[src/rtl/smt_pkg.sv]
package smt_pkg;

  // field widths
  localparam int PIX_W     = 16;
  localparam int FOC_W     = 16;
  localparam int BASE_W    = 20;
  localparam int DEPTH_W   = 24;
  localparam int DIST_W    = 9;
  localparam int CFG_W     = 24;
  localparam int CFG_IDX_W = 3;

  // internal widths
  localparam int OFF_W  = PIX_W + 1;          // signed pixel offset
  localparam int NUM_W  = BASE_W + FOC_W;     // baseline * focal_x
  localparam int PROD_W = PIX_W + DEPTH_W;    // |offset| * depth
  localparam int QUO_W  = DEPTH_W;            // quotient bits kept by the dividers

  // saturation limits, Q8.16
  localparam logic [DEPTH_W-1:0] POS_SAT = 24'h7F_FFFF;
  localparam logic [DEPTH_W-1:0] NEG_SAT = 24'h80_0000;
  localparam logic [DEPTH_W-1:0] SAT_LIM = 24'h80_0000;

  // register reset values
  localparam logic [FOC_W-1:0]   RST_FOCAL_X   = 16'd8000;
  localparam logic [FOC_W-1:0]   RST_FOCAL_Y   = 16'd8000;
  localparam logic [PIX_W-1:0]   RST_CENTER_X  = 16'd5120;
  localparam logic [PIX_W-1:0]   RST_CENTER_Y  = 16'd3840;
  localparam logic [BASE_W-1:0]  RST_BASELINE  = 20'd32768;
  localparam logic [DIST_W-1:0]  RST_THRESHOLD = 9'd50;
  localparam logic [DEPTH_W-1:0] RST_MAX_DEPTH = 24'd2293760;

  typedef enum logic [CFG_IDX_W-1:0] {
    REG_FOCAL_X   = 3'd0,
    REG_FOCAL_Y   = 3'd1,
    REG_CENTER_X  = 3'd2,
    REG_CENTER_Y  = 3'd3,
    REG_BASELINE  = 3'd4,
    REG_THRESHOLD = 3'd5,
    REG_MAX_DEPTH = 3'd6
  } cfg_reg_t;

  // first stage result, ahead of the depth divider
  typedef struct packed {
    logic                    keep;
    logic [NUM_W-1:0]        num;
    logic [PIX_W-1:0]        disp;
    logic signed [OFF_W-1:0] off_x;
    logic signed [OFF_W-1:0] off_y;
  } front_t;

endpackage

[src/rtl/smt_out.sv]
module smt_out #(
  parameter int INDEX_BITS = 12
) (
  input  logic                         clk,
  input  logic                         rst_n,
  output logic                         en,
  input  logic                         x_v,
  input  logic                         y_v,
  input  logic                         ok,
  input  logic [smt_pkg::QUO_W-1:0]    qx,
  input  logic                         ovf_x,
  input  logic                         neg_x,
  input  logic [smt_pkg::QUO_W-1:0]    qy,
  input  logic                         ovf_y,
  input  logic                         neg_y,
  input  logic [smt_pkg::DEPTH_W-1:0]  z,
  input  logic [smt_pkg::DIST_W-1:0]   match_dist,
  input  logic [INDEX_BITS-1:0]        lidx,
  input  logic [INDEX_BITS-1:0]        ridx,
  output logic                         out_valid,
  input  logic                         out_stall,
  output logic [smt_pkg::DEPTH_W-1:0]  out_point_x,
  output logic [smt_pkg::DEPTH_W-1:0]  out_point_y,
  output logic [smt_pkg::DEPTH_W-1:0]  out_point_z,
  output logic [INDEX_BITS-1:0]        out_kept_left_index,
  output logic [INDEX_BITS-1:0]        out_kept_right_index,
  output logic [smt_pkg::DIST_W-1:0]   out_score
);

  logic                        out_valid_r;
  logic [smt_pkg::DEPTH_W-1:0] px_r;
  logic [smt_pkg::DEPTH_W-1:0] py_r;
  logic [smt_pkg::DEPTH_W-1:0] pz_r;
  logic [INDEX_BITS-1:0]       lidx_r;
  logic [INDEX_BITS-1:0]       ridx_r;
  logic [smt_pkg::DIST_W-1:0]  score_r;

  // apply sign to truncated magnitude quotient and clamp to Q8.16
  function automatic logic [smt_pkg::DEPTH_W-1:0] sat_q(
    input logic [smt_pkg::QUO_W-1:0] q,
    input logic                      over,
    input logic                      neg
  );
    logic [smt_pkg::DEPTH_W-1:0] r;
    if (over) begin
      r = neg ? smt_pkg::NEG_SAT : smt_pkg::POS_SAT;
    end else if (!neg) begin
      r = (q >= smt_pkg::SAT_LIM) ? smt_pkg::POS_SAT : q;
    end else begin
      r = (q > smt_pkg::SAT_LIM) ? smt_pkg::NEG_SAT : smt_pkg::DEPTH_W'(-q);
    end
    return r;
  endfunction

  assign en = !out_valid_r || !out_stall;

  always_ff @(posedge clk) begin
    if (!rst_n) begin
      out_valid_r <= 1'b0;
    end else if (en) begin
      out_valid_r <= x_v && y_v && ok;
    end
  end

  always_ff @(posedge clk) begin
    if (en) begin
      px_r    <= sat_q(qx, ovf_x, neg_x);
      py_r    <= sat_q(qy, ovf_y, neg_y);
      pz_r    <= z;
      lidx_r  <= lidx;
      ridx_r  <= ridx;
      score_r <= match_dist;
    end
  end

  assign out_valid            = out_valid_r;
  assign out_point_x          = px_r;
  assign out_point_y          = py_r;
  assign out_point_z          = pz_r;
  assign out_kept_left_index  = lidx_r;
  assign out_kept_right_index = ridx_r;
  assign out_score            = score_r;

endmodule

[config.mk]
export PLATFORM = sky130hd
export DESIGN_NAME = smt_out
export DESIGN_NICKNAME = d
export VERILOG_FILES = /design/src/rtl/smt_pkg.sv /design/src/rtl/smt_out.sv
export SDC_FILE = /design/constraint.sdc
export NUM_CORES = 1
export LEC_CHECK = 0
export BUFFER_PORTS_ARGS = -buffer_cell sky130_fd_sc_hd__buf_2
export CAP_MARGIN = 40
export CORE_MARGIN = 2
export CORE_UTILIZATION = 43
export CTS_CLUSTER_DIAMETER = 60
export DETAILED_ROUTE_END_ITERATION = 10
export PLACE_DENSITY = 0.73
export SLEW_MARGIN = 15
export SYNTH_ARGS = -nofsm -noshare
export SYNTH_HDL_FRONTEND = slang
export SYNTH_SLANG_ARGS = --single-unit
[constraint.sdc]
create_clock -name clk -period 2.83 [get_ports clk]
set_input_delay 0.1415 -clock clk [delete_from_list [all_inputs] [get_ports clk]]
set_output_delay 0.1415 -clock clk [all_outputs]
set_load 0.02 [all_outputs]
After elaboration in Yosys (flattened, before gate mapping) --
Cells that the tools add are included. W data, S select, Z words.
Storage, ports and cells: bits in registers 106, latch bits 0, RAM bits 0, memory bits (read-only) 0, memories 0
Cells by class: $add $sub $neg 2, multiply operators 0, divide/modulo/power cells 0, magnitude comparators 4, equal/unequal tests 0, shift operators 0, multiplexer cells 10, bitwise logic cells 0, reduce and logical (&&, ||, !) cells 5
Operators by type and width (number):
- $mux W24 | 10
- $ge A24 B24 Y1 const B | 2
- $gt A24 B24 Y1 const B | 2
- $neg A24 Y24 | 2
- $logic_and A1 B1 Y1 | 2
- $logic_not A1 Y1 | 2
- $logic_or A1 B1 Y1 | 1

Longest topological paths before layout --
Gate-level depths: netlist (run 1).
depth in word-level cells 4, mapped depth 8, mapped depth without buffers 7

Worst setup path after synthesis (run 1) --
No wires, ideal clock.
path type reg2reg, from reg out_valid_r (netlist: out_valid), to reg lidx_r[0] (netlist: out_kept_left_index[0]), enable pin, setup time 1004 ps, arrival 2293 ps, required time 1826 ps, path slack -468 ps, stages on the path, launching flop included 2, buffers on the path 0, path through dfxtp_1 -> nand2_1
On the way: longest elaborated chain between the ends 2
Ends and longest elaborated chain:
- from (decl) | line smt_out.sv:30 | logic out_valid_r;
- from (signal assigned) | line smt_out.sv:61 | out_valid_r <= x_v && y_v && ok;
- $logic_not A1 Y1 | line smt_out.sv:55 | assign en = !out_valid_r || !out_stall;
- $logic_or A1 B1 Y1 | line smt_out.sv:55
- via en | line smt_out.sv:6 | output logic en,
- to (signal assigned) | line smt_out.sv:70 | lidx_r <= lidx;
- to (decl) | line smt_out.sv:34 | logic [INDEX_BITS-1:0] lidx_r;
The timed path passes the listed nets, and every way through them passes these cells. A chain may end at the register's enable or synchronous reset.

Worst setup path in the final report (run 1) --
from in qy[0] (netlist name), to reg py_r, in the netlist out_point_y[18], data pin
On the way: longest elaborated chain between the ends 4, elaborated cells on any way between the ends 7, classes of those cells add/sub (1); order compare (2); mux (4)
Ends and longest elaborated chain:
- from (decl) | line smt_out.sv:13 | input logic [smt_pkg::QUO_W-1:0] qy,
- $neg A24 Y24, or another cell as far along | line smt_out.sv:50 | r = (q > smt_pkg::SAT_LIM) ? smt_pkg::NEG_SAT : smt_pkg::DEPTH_W'(-q);
- $mux W24, on equally long branches | line smt_out.sv:50, smt_out.sv:48
- $mux W24 * | line smt_out.sv:47 | end else if (!neg) begin
- $mux W24 * | line smt_out.sv:45 | if (over) begin
- to (signal assigned) | line smt_out.sv:68 | py_r <= sat_q(qy, ovf_y, neg_y);
- to (decl) | line smt_out.sv:32 | logic [smt_pkg::DEPTH_W-1:0] py_r;
Mark *: on every way between the ends. The rest lies on a longest branch, timed or not.

==> results of run 1 <==
-- metrics by stage --
stage / area (um^2) / hold slack [ns]
after CTS: 7050 / 0.0424
final: 7050 / 0.0587
after detailed placement: 6150 / 0.320
after floorplan: 4880 / 0.240
after global placement: 6150 / 0.318
after global routing: 7050 / 0.0543
-- cells in the final DEF (no fill, tap or decap), types with 3 or more instances in the layout --
cell type and instances:
inv_1 7, o22ai_1 6, o21ai_0 9, nor4b_1 3, nor2_1 43, nor3_2 3, xnor2_1 6, a211oi_2 3
clkbuf_16 9, buf_4 8, a311oi_1 7, buf_2 221, nand4_1 5, mux2i_1 6, or3_1 4, a211oi_1 5
a21oi_1 23, nor3_1 18, bufinv_16 3, nand2b_1 4, dlygate4sd3_1 57, or4_1 5, nor4_1 14, a31oi_1 5
nand2_1 24, edfxtp_1 105, nand3_1 17
-- worst max-delay path: cells and delay by family --
family	cells	cell delay, ns
and+or+nand+nor	4	1.45
buffers and inverters	2	0.18
adders and majority gates	1	0.25
AOI/OAI and AO/OA	1	0.14
-- report_power, final --
group          internal, mW  switching [mW]  leakage, nW  total [mW]
Combinational         0.251           0.379         1.65       0.630
Sequential             1.86          0.0292         1.12        1.88
Clock                 0.866           0.546        0.164        1.41
Total                  2.97           0.954         2.94        3.93
-- metal layers --
metal	share of wire (%)	track usage, %
met5	0	0
met4	1.9	8.67
met3	8.3	4.56
met2	52	37.1
met1	38	26.1
-- state kept, by name (all words and copies together) (netlist names) --
signal / cells
out_point_x: 24
out_point_y: 24
out_point_z: 24
out_valid: 1
out_kept_right_index: 12
out_score: 9
out_kept_left_index: 12
-- kinds of logic after synthesis --
group | Yosys count | share of synthesized area (%)
adders and majority gates | 2 | 0.513
DFF | 106 | 65.0
AOI/OAI and AO/OA | 76 | 11.1
muxes | 6 | 1.23
xor gates and xnor gates | 8 | 1.44
buffers and inverters | 27 | 2.62
and+or+nand+nor | 162 | 18.0
-- worst max path at each step --
stage                                      start                          endpoint  slack, ns  cells after the start
after global placement                    qx[10]         out_point_x[17]$_DFFE_PP_       0.49                      6
after detailed placement                   qy[0]         out_point_y[18]$_DFFE_PP_       0.42                      8
after global routing                      qx[10]          out_point_x[5]$_DFFE_PP_       0.47                      6
after CTS                                  qy[0]         out_point_y[18]$_DFFE_PP_       0.79                      8
final                                      qy[0]         out_point_y[18]$_DFFE_PP_       0.77                      8
after floorplan           out_valid$_SDFFE_PN0P_  out_kept_left_index[0]$_DFFE_PP_       0.65                      1
-- repair_timing --
| item | 4_1_cts | 5_1_grt |
|---|---|---|
| hold endpoints to repair | 57 | 0 |
| hold buffers | 57 | 0 |
| setup endpoints to repair | 0 | 0 |
-- area by class of cell --
type | count | area share [%]
sequential | 106 | 45.0
tap | 140 | 2.48
clock inverter | 5 | 1.47
multi-input combinational | 254 | 22.5
inverter | 7 | 0.373
timing repair buffer | 287 | 24.9
clock buffer | 11 | 3.30
==> run metrics, run 1 <==
clk sinks=106; Pwr Total=3.93 mW; area growth from synthesis to layout=44.6%; Post-synth EDFFs=105; Clock transition at path regs=0.07 ns; reg2reg path depth=2; Slew Viols, Final=0; top fanout value on the critical path=6; fillcell total=866; Hold Crit Class=input port to flip-flop; final worst path period share=72.8%; relative max-transition margin=50.1%; Top FF cell, synth=edfxtp_1; #FFs+latches synth=106; RSZ-0062 raised after global routing=false; Syn Area/Cell=12.6 um^2; Net count, final=782; final worst path period need=2.06 ns; largest net degree at the start of global routing=54; Tot GR Track Use=21.4%; drt initial violations=265; Power Dens Cells=557 nW/um^2; DR WL/cell=16.4 um; critical path class=input port to flip-flop; Layout Cells excl Fill=810; chip height=111 um; worst hold endpoint=out_valid$_SDFFE_PN0P_; top cells by area, synth=edfxtp_1, nor2_1, a21oi_1; Worst Tran Pin Value=0.748 ns; Final Worst Setup Slack=0.769 ns; Fin. Hold Viols=0; Async S/R FF share, synth=0%; RR Endpoint=out_score[1]$_DFFE_PP_; crit-path max cell delay=0.66 ns; cell taking the most area after synthesis=edfxtp_1; required time at the worst-slack endpoint=2.92 ns; share of cells above drive strength 1=39.6%; core area=10900 um^2; CP Launch Type=input port; crit path cell chain=buf_2, inv_1, ha_1, or4b_2, nor4_1, nand3_1, o21ai_0, nor3_2; first-pass GRT wire length=21200 um; CP endpoint kind=flip-flop; Max Freq=485 MHz; Initial Util=44.6%; Buffers on Ports=221; Final ANT Viol Nets=0; post-CTS sizing=0; die area=12200 um^2; GPL Wtd Cong=0.897; register area share after synthesis=65.0%; ANT cells=0; Clock Skew=0.00543 ns; most frequent cells after synthesis=edfxtp_1, nor2_1, nand2_1; Root Buffer=clkbuf_16; Max Buffers Root-to-Sink=2; Syn. warnings=0; setup TNS=0 ns; Worst R2R Start=out_valid$_SDFFE_PN0P_; H-tree levels=3; via density per instance=5.47; total nets after synthesis=504; Die X=111 um; Max-Cap Viols=0; Clock Latency Late Sink=0.34 ns; post-synth top area share=64.6%; Multi-input gate area=1590 um^2; register area=3170 um^2; post-layout util=64.5%; WP data arrival=2.15 ns; number of antenna violations at the first check in global routing=0; most common cell in the netlist=edfxtp_1; Hold Crit Depth=2; Post-CTS Setup Inserts=0; outcome=finished clean; CTS Buf Count=9; Total Wirelength=13300 um; Lkg Pwr=2.94 nW; vias in the first global route=4236; drt first pass iters=5; IO Count=222; Slowest-stage cell, CP=or4b_2; Cell Area, Synth=4880 um^2; CTS tree=done; hold_sp=rst_n; gr ovfl total=0; final setup fails=0; dpl hpwl=8980 um; R2R Setup Slk=1.43 ns; Max VDD drop=0.305 mV; DRC viols=0; Vias=4431; post-synth cell types=58; Mapped Cells=387; Placed Cells=737; Place WS=0.422 ns; Rows=38
(Power assumes the default switching activity.)
==> inputs of run 2 (changes only) <==
--- a/config.mk
+++ b/config.mk
@@ -8,10 +8,10 @@
 export BUFFER_PORTS_ARGS = -buffer_cell sky130_fd_sc_hd__buf_2
 export CAP_MARGIN = 40
 export CORE_MARGIN = 2
-export CORE_UTILIZATION = 43
+export CORE_UTILIZATION = 47
 export CTS_CLUSTER_DIAMETER = 60
 export DETAILED_ROUTE_END_ITERATION = 10
-export PLACE_DENSITY = 0.73
+export PLACE_DENSITY = 0.76
 export SLEW_MARGIN = 15
 export SYNTH_ARGS = -nofsm -noshare
 export SYNTH_HDL_FRONTEND = slang
==> constraint.sdc (replaced) <==
create_clock -name clk -period 2.1 [get_ports clk]
set_input_delay 0.105 -clock clk [delete_from_list [all_inputs] [get_ports clk]]
set_output_delay 0.105 -clock clk [all_outputs]
set_load 0.02 [all_outputs]
==> run 2 against run 1 <==
Compared with the run above: register-to-register slack worse by 0.65 ns; global-route usage rose by 3.7 points; sequential cell count stayed put; wire length up 6.0%; sequential share of layout area decreased by 0.93 points; utilization grew 6.2 points; combinational power up 43%; largest cell class unchanged.
==> run metrics, run 2 (same netlist as run 1, synthesis figures left out) <==
GPL Wtd Cong=0.933 (+4.1%); Initial Util=47.9% (+3.3 points); crit path cell chain=buf_2, or4_1, or3b_2, nor3b_1, mux2i_1, nor3_1; gr ovfl total=0 (unchanged); Buffers on Ports=221 (unchanged); top fanout value on the critical path=5 (-1); dpl hpwl=9650 um (+7.5%); CTS Buf Count=9 (unchanged); CP top delay family=simple AND/OR/NAND/NOR gates; Clock transition at path regs=0.10 ns (+0.03 ns); WP data arrival=1.96 ns (-0.19 ns); relative max-transition margin=65.1% (+15 points); CP endpoint kind=flip-flop; Power Dens Cells=677 nW/um^2 (+22%); commonest non-fill, non-tap cells in the layout=buf_2, edfxtp_1, dlygate4sd3_1, nor2_1, buf_4; Post-CTS Setup Inserts=0 (unchanged); Max-Cap Viols=0 (unchanged); IO Count=222 (unchanged); setup TNS=0 ns (unchanged); via density per instance=5.40 (-1.4%); ANT cells=0 (unchanged); Slew Viols, Final=0 (unchanged); Placed Cells=764 (+3.7%); Hold Crit Class=input port to flip-flop; final worst path period share=87.0%; Vias=4522 (+2.1%); crit-path max cell delay=0.60 ns (-0.06 ns); Slowest-stage cell, CP=or4_1; required time at the worst-slack endpoint=2.23 ns (-0.69 ns); post-layout util=70.7% (+6.2 points); die area=11200 um^2 (-8.2%); clk sinks=106 (unchanged); Rows=37 (-2.6%); DRC viols=0 (unchanged); final setup fails=0 (unchanged); share of cells above drive strength 1=42.5% (+2.9 points); Die X=106 um (-4.2%); most common cell after layout, fill and taps aside=buf_2; Max Freq=547 MHz; Fin. Hold Viols=0 (unchanged); R2R Setup Slk=0.78 ns (-0.65 ns); drt first pass iters=5 (unchanged); Final ANT Viol Nets=0 (unchanged); Final Worst Setup Slack=0.273 ns (-0.495 ns); final worst path period need=1.83 ns; RSZ-0062 raised after global routing=false; DR WL/cell=16.8 um (+2.5%); Clock Skew=0.00796 ns (+0.00254 ns); Max Buffers Root-to-Sink=2 (unchanged); core area=10200 um^2 (-6.9%); Clock Latency Late Sink=0.38 ns (+0.04 ns); largest net degree at the start of global routing=37 (-31%); CP Launch Type=input port; critical path class=input port to flip-flop; H-tree levels=3 (unchanged); Place WS=-0.109 ns (-0.531 ns); Max VDD drop=0.351 mV (+15%); first-pass GRT wire length=21800 um (+3.2%); Layout Cells excl Fill=838 (+3.5%); drt initial violations=258 (-2.6%); outcome=finished clean; area growth from synthesis to layout=47.6%; Total Wirelength=14100 um (+6.0%); chip height=106 um (-4.2%); Net count, final=814 (+4.1%); Tot GR Track Use=25.2% (+3.7 points); Root Buffer=clkbuf_8; Worst Path Buf+Inv=1 (-1); Lkg Pwr=3.04 nW (+3.7%); vias in the first global route=4326 (+2.1%); Worst Tran Pin Value=0.522 ns (-0.227 ns); number of antenna violations at the first check in global routing=0 (unchanged); CTS tree=done
==> run 2: repair_timing <==
| action | in CTS | in global routing |
|---|---|---|
| resized for setup | 0 | 0 |
| hold buffers | 58 | 0 |
| endpoints found under the hold margin | 58 | 0 |
==> run 2: report_power, final <==
| part | internal, mW | leakage [nW] | switching [mW] |
|---|---|---|---|
| sequential | 2.50 | 1.12 | 0.0439 |
| clock | 0.694 | 0.111 | 0.740 |
| combinational | 0.370 | 1.81 | 0.528 |
| total | 3.56 | 3.04 | 1.31 |
==> run 2: final cells by class <==
class	count	area, um^2
sequential	106	3170
fill	733	2980
timing repair buffer	319	2010
multi-input combinational	254	1590
tap	136	170
clock buffer	9	124
clock inverter	7	111
inverter	7	26.3
==> run 2: stage by stage <==
stage               instance area [um^2]  hold WS, ns  power (mW)
floorplan                           4890        0.204        3.00
global placement                    6390        0.281        3.37
detailed placement                  6390        0.283        3.39
CTS                                 7200      0.00310        4.88
global route                        7200       0.0217        5.03
finish                              7200       0.0204        4.87
==> run 2: final timing paths <==
path                                                  end  cells after the start                   start
worst min register to register     out_valid$_SDFFE_PN0P_                      2  out_valid$_SDFFE_PN0P_
worst max-delay path            out_point_x[13]$_DFFE_PP_                      6                   qx[2]
worst min-delay path               out_valid$_SDFFE_PN0P_                      3                     y_v
worst max register to register  out_point_z[10]$_DFFE_PP_                      2  out_valid$_SDFFE_PN0P_
==> run 2: layer usage <==
layer	wire length [um]	share of wire (%)	global-route usage [%]	vias up
met1	5470	39	30.6	2120
li1	-	-	-	2135
met2	7110	51	43.6	238
met5	0	0	0	-
met4	338	2.4	9.12	0
met3	1150	8.1	6.06	29
==> run 2: worst min-delay path, cell delays in order <==
cell      delay [ns]
buf_2           0.10
nand3_1         0.07
a21boi_0        0.08
